===== config.mk =====
export PLATFORM = sky130hd
export DESIGN_NAME = cv3_fifo
export DESIGN_NICKNAME = d
export VERILOG_FILES = /design/src/rtl/cv3_fifo.sv
export SDC_FILE = /design/constraint.sdc
export NUM_CORES = 1
export LEC_CHECK = 0
export BUFFER_PORTS_ARGS = -buffer_cell sky130_fd_sc_hd__buf_2
export CORE_MARGIN = 1.5
export CORE_UTILIZATION = 44
export DETAILED_ROUTE_END_ITERATION = 8
export PLACE_DENSITY = 0.72
export SYNTH_ARGS = -nofsm -noshare
export SYNTH_HDL_FRONTEND = slang
export SYNTH_SLANG_ARGS = --single-unit
export TNS_END_PERCENT = 20

===== constraint.sdc =====
create_clock -name clk -period 1.5 [get_ports clk]
set_input_delay 0.45 -clock clk [delete_from_list [all_inputs] [get_ports clk]]
set_output_delay 0.45 -clock clk [all_outputs]
set_load 0.02 [all_outputs]

===== src/rtl/cv3_fifo.sv =====
// small register queue with push/full and pop/empty sides
module cv3_fifo #(
  parameter int WIDTH = 8,
  parameter int DEPTH = 2
) (
  input  logic             clk,
  input  logic             rst,
  input  logic             push,
  input  logic [WIDTH-1:0] wdata,
  output logic             full,
  input  logic             pop,
  output logic [WIDTH-1:0] rdata,
  output logic             empty
);

  localparam int AW   = (DEPTH > 1) ? $clog2(DEPTH) : 1;
  localparam int CNTW = $clog2(DEPTH + 1);

  logic [WIDTH-1:0] store [DEPTH];
  logic [AW-1:0]    wr_ptr;
  logic [AW-1:0]    rd_ptr;
  logic [CNTW-1:0]  count;
  logic             do_push;
  logic             do_pop;

  assign full    = (count == CNTW'(DEPTH));
  assign empty   = (count == '0);
  assign do_push = push && !full;
  assign do_pop  = pop && !empty;
  assign rdata   = store[rd_ptr];

  always_ff @(posedge clk) begin
    if (do_push) begin
      store[wr_ptr] <= wdata;
    end
  end

  always_ff @(posedge clk) begin
    if (rst) begin
      wr_ptr <= '0;
      rd_ptr <= '0;
      count  <= '0;
    end else begin
      if (do_push) begin
        wr_ptr <= (wr_ptr == AW'(DEPTH - 1)) ? '0 : wr_ptr + AW'(1);
      end
      if (do_pop) begin
        rd_ptr <= (rd_ptr == AW'(DEPTH - 1)) ? '0 : rd_ptr + AW'(1);
      end
      if (do_push && !do_pop) begin
        count <= count + CNTW'(1);
      end else if (do_pop && !do_push) begin
        count <= count - CNTW'(1);
      end
    end
  end

endmodule


==> impl_metrics.env <==
export IMPL_synthXorXnorAreaFrac_pct=3.31
export IMPL_yosysUniqueCellTypes=13
export IMPL_cts_tree="built"
export IMPL_first_global_vias=479
export IMPL_insertion_delay_ns=0.30
export IMPL_dr_max_layer_used="met3"
export IMPL_max_freq_mhz=594
export IMPL_relSlewSlack_pct=75.0
export IMPL_cts_buffers=3
export IMPL_grt_max_degree=13
export IMPL_synthCells=50
export IMPL_whs_path_depth=1
export IMPL_die_y_microns=45.5
export IMPL_crit_path_end_kind="output pin"
export IMPL_cpPeakStageDelay_ns=0.36
export IMPL_cp_required_ns=1.05
export IMPL_cts_sinks=21
export IMPL_drc=0
export IMPL_worstMarginPinSlew_ns=0.374
export IMPL_violations="setup timing"
export IMPL_die_area_sq_um=2070
export IMPL_overflow=0
export IMPL_area_growth_pct=41.3
export IMPL_clk_pin_slew_ns=0.11
export IMPL_cts_setup_buffers=0
export IMPL_root_buffer="clkbuf_4"
export IMPL_finClkSkew_ns=0.00125
export IMPL_muxShareOfSynthArea_pct=11.4
export IMPL_p_leak_nw=0.463
export IMPL_layout_nets=93
export IMPL_firstDrtPassIters=4
export IMPL_hold_viol_final=0
export IMPL_synth_largest_area_cell="edfxtp_1"
export IMPL_syn_avg_cell_area_sq_um=15.9
export IMPL_drive_gt1_share_pct=55.7
export IMPL_ir_worst_vdd_uv=1190
export IMPL_critPathSlowestCell="dfxtp_2"
export IMPL_fp_dieW_microns=45.5
export IMPL_ios=22
export IMPL_io_buffer_count=21
export IMPL_status="finished, violations left"
export IMPL_layout_setup_ws_ns=-0.184
export IMPL_grt_setup_unrepaired="yes"
export IMPL_power_density_nw_per_um2=1760
export IMPL_wl_met3_microns=63
export IMPL_wire_per_inst_microns=14.1
export IMPL_synth_seq_area_share_pct=73.2
export IMPL_met2WireLength_microns=865
export IMPL_seqPwrFrac_pct=41.3
export IMPL_fin_crit_sh_pct=112
export IMPL_synth_top_family_by_area="multiplexers"
export IMPL_place_congestion=0.614
export IMPL_hold_class="input port to flop"
export IMPL_synthFlopType="edfxtp_1"
export IMPL_fin_crit_ns=1.68
export IMPL_antenna_left=0
export IMPL_tns_ns=-1.42
export IMPL_p_int_mw=1.35
export IMPL_power_frac_comb_pct=45.2
export IMPL_place_inst=100
export IMPL_ys_ff_latch=21
export IMPL_initial_core_util_pct=46.4
export IMPL_synth_warnings=0
export IMPL_synth_area_leaders="edfxtp_1 (61%), dfxtp_1 (13%), mux2_2 (11%), xor2_1 (3.3%), nor2_1 (2.4%)"
export IMPL_fp_row_count=15
export IMPL_drt_total_wl_microns=1470
export IMPL_grt_pass1_wl_microns=2080
export IMPL_path_cells="buf_12, mux2_4, buf_6"
export IMPL_synthAdderAreaFrac_pct=1.58
export IMPL_reg2regPathDepth=5
export IMPL_switching_share_pct=31.8
export IMPL_p_sw_mw=0.630
export IMPL_start_kind="flop"
export IMPL_h_tree_depth=1
export IMPL_synth_commonest_cells="edfxtp_1 (16), mux2_2 (8), dfxtp_1 (5), nor2_1 (5)"
export IMPL_fin_total_pwr_mw=1.98
export IMPL_synth_simple_area_share_pct=5.84
export IMPL_synth_area_sq_um=793
export IMPL_yosysMostFrequentCell="edfxtp_1"
export IMPL_clockBufferDepth=2
export IMPL_grt_use_total_pct=15.3
export IMPL_place_hpwl_microns=956
export IMPL_drt_initial_drc_count=15
export IMPL_crit_arrival_ns=1.23
export IMPL_async_reset_ff_share_pct=0
export IMPL_antenna_cells=0
export IMPL_core_area_sq_um=1710
export IMPL_cp_max_fo=8
export IMPL_wl_met1_microns=539
export IMPL_setup_violations=8
export IMPL_worstSetupPathType="flop to output pin"
export IMPL_finalMaxSlewViolations=0
export IMPL_synth_top_cell_area_share_pct=60.6
export IMPL_fillers=130
export IMPL_clock_power_share_pct=13.5
export IMPL_synth_edf_count=16
export IMPL_synth_fp_nets=63
export IMPL_vias_per_cell=4.63
export IMPL_finalNonFillerCells=104
export IMPL_maxCapViolations=0
export IMPL_vias=481
export IMPL_synth_compound_gate_area_share_pct=3.15
export IMPL_antenna_found_initial=0
## cell usage in the layout, fill, tap and decap left out
cell	n
a21oi_1	1
a21oi_2	1
and2_1	1
buf_12	2
buf_2	11
buf_4	4
buf_6	9
clkbuf_4	3
clkinv_2	1
dfxtp_1	2
dfxtp_2	2
dfxtp_4	1
edfxtp_1	16
ha_1	1
inv_1	2
mux2_4	8
nor2_1	4
nor2_2	1
nor2b_4	1
o21ai_0	3
or3_1	2
xor2_1	3
## final timing paths
| check | startpoint | to | slack [ns] |
|---|---|---|---|
| hold / removal | wdata[7] | store[1][7]$_DFFE_PP_ | 0.33 |
| setup reg to reg | count[1]$_SDFFE_PP0P_ | count[1]$_SDFFE_PP0P_ | 0.03 |
| hold reg to reg | wr_ptr$_SDFFE_PP0N_ | wr_ptr$_SDFFE_PP0N_ | 0.50 |
| setup / recovery | flop | rdata[1] | -0.18 |
## per-stage QoR
step | setup WS (ns) | area, sq um | utilization [%] | hold slack [ns]
2_1_floorplan | 0.000491 | 798 | - | 0.452
3_3_place_gp | -0.00979 | 992 | 58.1 | 0.467
3_5_place_dp | -0.0716 | 992 | 58.1 | 0.488
4_1_cts | -0.191 | 1110 | 64.8 | 0.322
5_1_grt | -0.217 | 1120 | 65.6 | 0.311
6_report | -0.184 | 1120 | 65.6 | 0.328
## critical path: cells and delay by family (launching register included)
family | cells | cell delay (ns)
multiplexers | 1 | 0.31
buffers and inverters | 2 | 0.26
flip-flops | 1 | 0.36
## area by class of cell
class                   instances  area [sq um]  area share, %
inverters                       2          7.51          0.670
flip-flops and latches         21           587           52.3
clock inverters                 1          5.00          0.446
multi-input cells              26           241           21.5
clock buffers                   3          22.5           2.01
repair buffers                 26           226           20.2
well taps                      25          31.3           2.79
## cells by family after synthesis
logic type      Yosys count
compound gates            5
xor+xnor                  3
fa+ha+maj                 1
buf+inv                   3
flops                    21
mux                       8
simple gates              9
## power groups by stage
stage | combinational, mW | sequential (mW) | clock (mW)
floorplan | 0.429 | 0.796 | 0
global placement | 0.684 | 0.802 | 0
detailed placement | 0.700 | 0.812 | 0
CTS | 0.866 | 0.809 | 0.270
global route | 0.955 | 0.827 | 0.296
finish | 0.893 | 0.817 | 0.267
## flip-flops by register name, summed over array words and instances, names as in the netlist, named ones only
name	count
store	16
count	2
rd_ptr	1
wr_ptr	1
## metal layers
metal,track usage [%],up-vias
li1,-,240
met1,14.7,225
met2,29.6,16
met3,3.97,0
met4,7.06,0
met5,0,-
## what timing repair did
item                                    in CTS  in global routing
hold buffers                                 0                  0
resized for setup                           28                  5
pin swaps                                    0                  1
endpoints found under the setup margin      11                 11
(Power assumes the default switching activity.)
