<file path="config.mk">
export PLATFORM = sky130hd
export DESIGN_NAME = cv3_back
export DESIGN_NICKNAME = d
export VERILOG_FILES = /design/src/rtl/cv3_pkg.sv /design/src/rtl/cv3_back.sv
export SDC_FILE = /design/constraint.sdc
export NUM_CORES = 2
export LEC_CHECK = 0
export BUFFER_PORTS_ARGS = -buffer_cell sky130_fd_sc_hd__buf_2
export CORE_MARGIN = 5
export CORE_UTILIZATION = 62
export CTS_CLUSTER_DIAMETER = 50
export DETAILED_ROUTE_END_ITERATION = 10
export PLACE_DENSITY = 0.8
export RECOVER_POWER = 50
export SLEW_MARGIN = 40
export SYNTH_ARGS = -nofsm -noshare
export SYNTH_HDL_FRONTEND = slang
export SYNTH_SLANG_ARGS = --single-unit
</file>
<file path="constraint.sdc">
create_clock -name clk -period 5 [get_ports clk]
set_input_delay 0.5 -clock clk [delete_from_list [all_inputs] [get_ports clk]]
set_output_delay 0.5 -clock clk [all_outputs]
set_load 0.02 [all_outputs]
</file>
<file path="src/rtl/cv3_pkg.sv">
// shared types and constants of the 3x3 valid-region convolution filter
package cv3_pkg;

  localparam int MAX_WIDTH_DEF  = 1024;
  localparam int MAX_HEIGHT_DEF = 1024;
  localparam int KSIZE          = 3;
  localparam int MIN_SIZE       = 3;
  localparam int PIX_W          = 8;
  localparam int COEF_W         = 8;
  localparam int SUM_W          = 20;
  localparam int PROD_W         = PIX_W + COEF_W + 1;
  localparam int ROW_SUM_W      = PROD_W + 1;
  localparam int FRAME_W        = 11;
  localparam int CFG_W          = KSIZE * COEF_W;
  localparam int CFG_IDX_W      = 3;
  localparam int OUT_DEPTH      = 16;
  localparam int MID_DEPTH      = 2;

  localparam logic [FRAME_W-1:0] WIDTH_RESET  = FRAME_W'(320);
  localparam logic [FRAME_W-1:0] HEIGHT_RESET = FRAME_W'(253);

  typedef enum logic [CFG_IDX_W-1:0] {
    REG_FRAME_WIDTH  = 3'd0,
    REG_FRAME_HEIGHT = 3'd1,
    REG_KERNEL_TOP   = 3'd2,
    REG_KERNEL_MID   = 3'd3,
    REG_KERNEL_BOT   = 3'd4
  } cfg_reg_t;

  // [row][col][bit], row 0 is the oldest line, col 0 the oldest column
  typedef logic [KSIZE-1:0][KSIZE-1:0][PIX_W-1:0] window_t;
  typedef logic [KSIZE-1:0][CFG_W-1:0] kernel_t;

  typedef struct packed {
    window_t win;
    logic    last;
  } win_item_t;

  typedef struct packed {
    logic signed [SUM_W-1:0] sum;
    logic                    last;
  } res_t;

  typedef struct packed {
    logic clearing;
    logic drop;
  } front_stat_t;

endpackage

</file>
<file path="src/rtl/cv3_back.sv">
// back end: nine products, row sums and the final sum in three stages
module cv3_back (
  input  logic               clk,
  input  logic               rst,
  input  logic               item_valid,
  input  cv3_pkg::win_item_t item,
  input  cv3_pkg::kernel_t   kernel,
  output logic               res_valid,
  output cv3_pkg::res_t      res
);

  localparam int K = cv3_pkg::KSIZE;

  logic signed [cv3_pkg::PROD_W-1:0]    prod [K][K];
  logic signed [cv3_pkg::ROW_SUM_W-1:0] row_sum [K];
  logic                                 a_valid;
  logic                                 a_last;
  logic                                 b_valid;
  logic                                 b_last;

  always_ff @(posedge clk) begin
    for (int m = 0; m < K; m++) begin
      for (int n = 0; n < K; n++) begin
        prod[m][n] <= $signed({1'b0, item.win[m][n]}) *
                      $signed(kernel[m][n*cv3_pkg::COEF_W +: cv3_pkg::COEF_W]);
      end
    end
    for (int m = 0; m < K; m++) begin
      row_sum[m] <= cv3_pkg::ROW_SUM_W'(prod[m][0]) + cv3_pkg::ROW_SUM_W'(prod[m][1]) +
                    cv3_pkg::ROW_SUM_W'(prod[m][2]);
    end
    res.sum  <= cv3_pkg::SUM_W'(row_sum[0]) + cv3_pkg::SUM_W'(row_sum[1]) +
                cv3_pkg::SUM_W'(row_sum[2]);
    a_last   <= item.last;
    b_last   <= a_last;
    res.last <= b_last;
  end

  always_ff @(posedge clk) begin
    if (rst) begin
      a_valid   <= 1'b0;
      b_valid   <= 1'b0;
      res_valid <= 1'b0;
    end else begin
      a_valid   <= item_valid;
      b_valid   <= a_valid;
      res_valid <= b_valid;
    end
  end

endmodule

</file>
==> key figures <==
Final layout
  – Antenna diode count: 0
  – Layout Nets: 4219
  – Final Cell Area: 31300 µm²
  – Area grow syn2layout: 8.93%
  – Proportion of layout cells with a drive suffix above 1: 6.28%

Setup path
  – CP Capture Type: flop
  – Start of the worst register-to-register path: prod[0][7]
  – Startpoint type of the worst setup path: input port
  – Crit path max fanout: 8
  – Worst R2R Path Depth: 9
  – Worst path required time: 5470 ps
  – R2R Setup Slk: 1730 ps
  – CP arrival: 4760 ps
  – Crit Path Class: in2reg
  – FF-to-FF End: row_sum[0][16]

Global routing
  – Remaining global-route overflow: 0
  – Largest net degree at the start of global routing: 15
  – Number of global-route vias before repair: 22100
  – Initial antenna violation count: 0
  – First-pass GRT wire length: 104000 µm
  – Total track usage: 24.5%

Route
  – Initial drt markers: 987
  – Final antenna-violating net count: 0
  – Drt pass-1 iters: 5
  – Routed vias: 20700
  – Per-cell routed wire length: 15.6 µm
  – Residual DRC: 0
  – Vias per cell: 5.41
  – Total wire length: 60000 µm

Timing
  – RSZ-0062 raised after global routing: no
  – TNS Setup: 0 ps
  – FMAX: 233 MHz
  – Final setup skew: 13.1 ps
  – Fin. Hold Viols: 0
  – Final worst-path cycle share: 85.9%
  – Max-slew violations: 0
  – Min cycle time layout: 4290 ps
  – Final setup violation count: 0
  – Slew @ Worst Pin: 621 ps
  – Rel. slew slack: 57.5%
  – Hold Slack: 57.1 ps

Logic synthesis
  – Mapped cell area: 28700 µm²
  – Ys Warns: 0
  – Mapped Cells: 3013
  – Syn Nets: 4020
  – Unique masters post-synth: 63
  – Count leader, synth: inv_1
  – Largest area contributor in the netlist: fa_1
  – Sequential-to-total area share from yosys stat: 16.3%
  – Ys flop type: dfxtp_1
  – Share of the synthesized area in the top cell type: 28.3%
  – Async SR Flop Fraction: 0%
  – Post-synth EDFFs: 0
  – Synth top area cells: fa_1 (28%), ha_1 (20%), dfxtp_1 (16%)
  – Seq cells post-synth: 233
  – Commonest cells post-synth: inv_1 (570), ha_1 (453), fa_1 (406), and2_1 (371), dfxtp_1 (233)
  – Syn avg cell area: 9.52 µm²

Floorplan
  – Initial Utilization: 63.0%
  – Total die area: 50700 µm²
  – Die W: 225 µm
  – Die Y: 225 µm
  – Core area: 45600 µm²
  – Ports: 170
  – Row cnt: 78

Pwr
  – Max IR drop VDD: 0.466 mV
  – Power per cell area: 652 nW/µm²
  – Pleak: 15.8 nW

Worst hold path
  – WHS Endpoint: a_last
  – HP Class: in2reg
  – Hold Crit Depth: 1
  – Hold path start: item[0]

CTS
  – Root buf cell: clkbuf_16
  – Cts hold-fix bufs: 0
  – Post-CTS Setup Inserts: 0
  – Clock Latency Late Sink: 550 ps
  – Gates resized, CTS repair: 0
  – Clock slew at reported path FFs: 60 ps
  – CTS H-tree depth: 1
  – CTS Sinks: 233
  – CTS Buf Count: 30
  – CTS tree: yes
  – Worst-case clock buffer depth: 3

Job
  – Max Cap Viol: 0

Placed design
  – Hpwl dp: 50800 µm
  – Buffers on Ports: 169
  – Post-DP Area: 30300 µm²
  – Final Wtd Congestion: 0.904

Status
  – Run status: finished, final reports clean
==> through the flow <==
stage / util (%) / total power [mW] / std cells / setup slack (ps)
after floorplan: - / 14.9 / 3013 / 740
after global placement: 66.5 / 17.7 / 3780 / 441
after detailed placement: 66.5 / 18.1 / 3780 / 340
after CTS: 68.7 / 20.5 / 3835 / 844
after global routing: 68.6 / 22.6 / 3835 / 555
final: 68.6 / 20.4 / 3835 / 705
==> critical path, stage by stage <==
cell      delay (ps)
clkbuf_1         310
nand2_1          150
fa_1             530
fa_1             500
inv_1             60
fa_1             510
inv_1             60
fa_1             480
inv_1             50
ha_1             310
o21a_1           140
o21ai_0          240
a21oi_1          150
a211oi_1         400
a21oi_1          160
xnor2_1          200
==> kinds of logic (layout without fill, tap and decap cells) <==
| kind of cell | after synthesis | in the layout | synth area share [%] |
|---|---|---|---|
| simple gates | 883 | 883 | 16.4 |
| compound gates | 316 | 316 | 7.21 |
| buf+inv | 572 | 794 | 7.48 |
| mux | 1 | 1 | 0.0349 |
| flops | 233 | 233 | 16.3 |
| fa+ha+maj | 859 | 859 | 48.1 |
| xor+xnor | 149 | 149 | 4.55 |
==> report_power, final <==
part           switching (mW)  internal (mW)
clock network           0.861           1.29
registers               0.642           2.96
logic                    8.00           6.63
==> worst max-delay path by stage <==
| stage | from | endpoint | slack (ps) |
|---|---|---|---|
| final | item[43] | prod[1][16] | 710 |
| after global routing | item[19] | prod[0][16] | 560 |
| after global placement | kernel[18] | prod[0][16] | 440 |
| after floorplan | kernel[10] | prod[0][32] | 740 |
| after detailed placement | kernel[10] | prod[0][32] | 340 |
| after CTS | kernel[47] | prod[1][16] | 840 |
==> flip-flops by register name, summed over array words and instances (netlist names) <==
| name | flops |
|---|---|
| prod | 153 |
| row_sum | 54 |
| res | 21 |
| a_last | 1 |
| a_valid | 1 |
| b_last | 1 |
| b_valid | 1 |
| res_valid | 1 |
==> cell usage in the layout, fill, tap and decap left out, types with 46 or more instances in the layout <==
cell / count
xnor2_1: 125
nor2_1: 119
fa_1: 406
and2_1: 341
nand2b_1: 46
a21oi_1: 102
ha_1: 453
dfxtp_1: 233
buf_2: 138
inv_1: 570
o21ai_0: 54
nand2_1: 190
==> area by class of cell <==
cell class | count | area (µm²)
clock buffers | 36 | 815
flip-flops and latches | 233 | 4660
well taps | 600 | 751
inverters | 570 | 2140
repair buffers | 169 | 807
clock inverters | 19 | 215
fillers | 3534 | 14300
multi-input cells | 2208 | 21900
==> metal layers <==
metal  GRT usage [%]  vias up  part of all wire, %  wire length, µm
met5               0        -                    0                0
met4            6.60        0                  2.7             1600
met3            3.56      102                  4.9             2960
met2            42.7      484                   50            29900
met1            32.1    10200                   43            25600
li1                -     9972                    -                -
No activity file was read; power rests on OpenSTA's default activity.
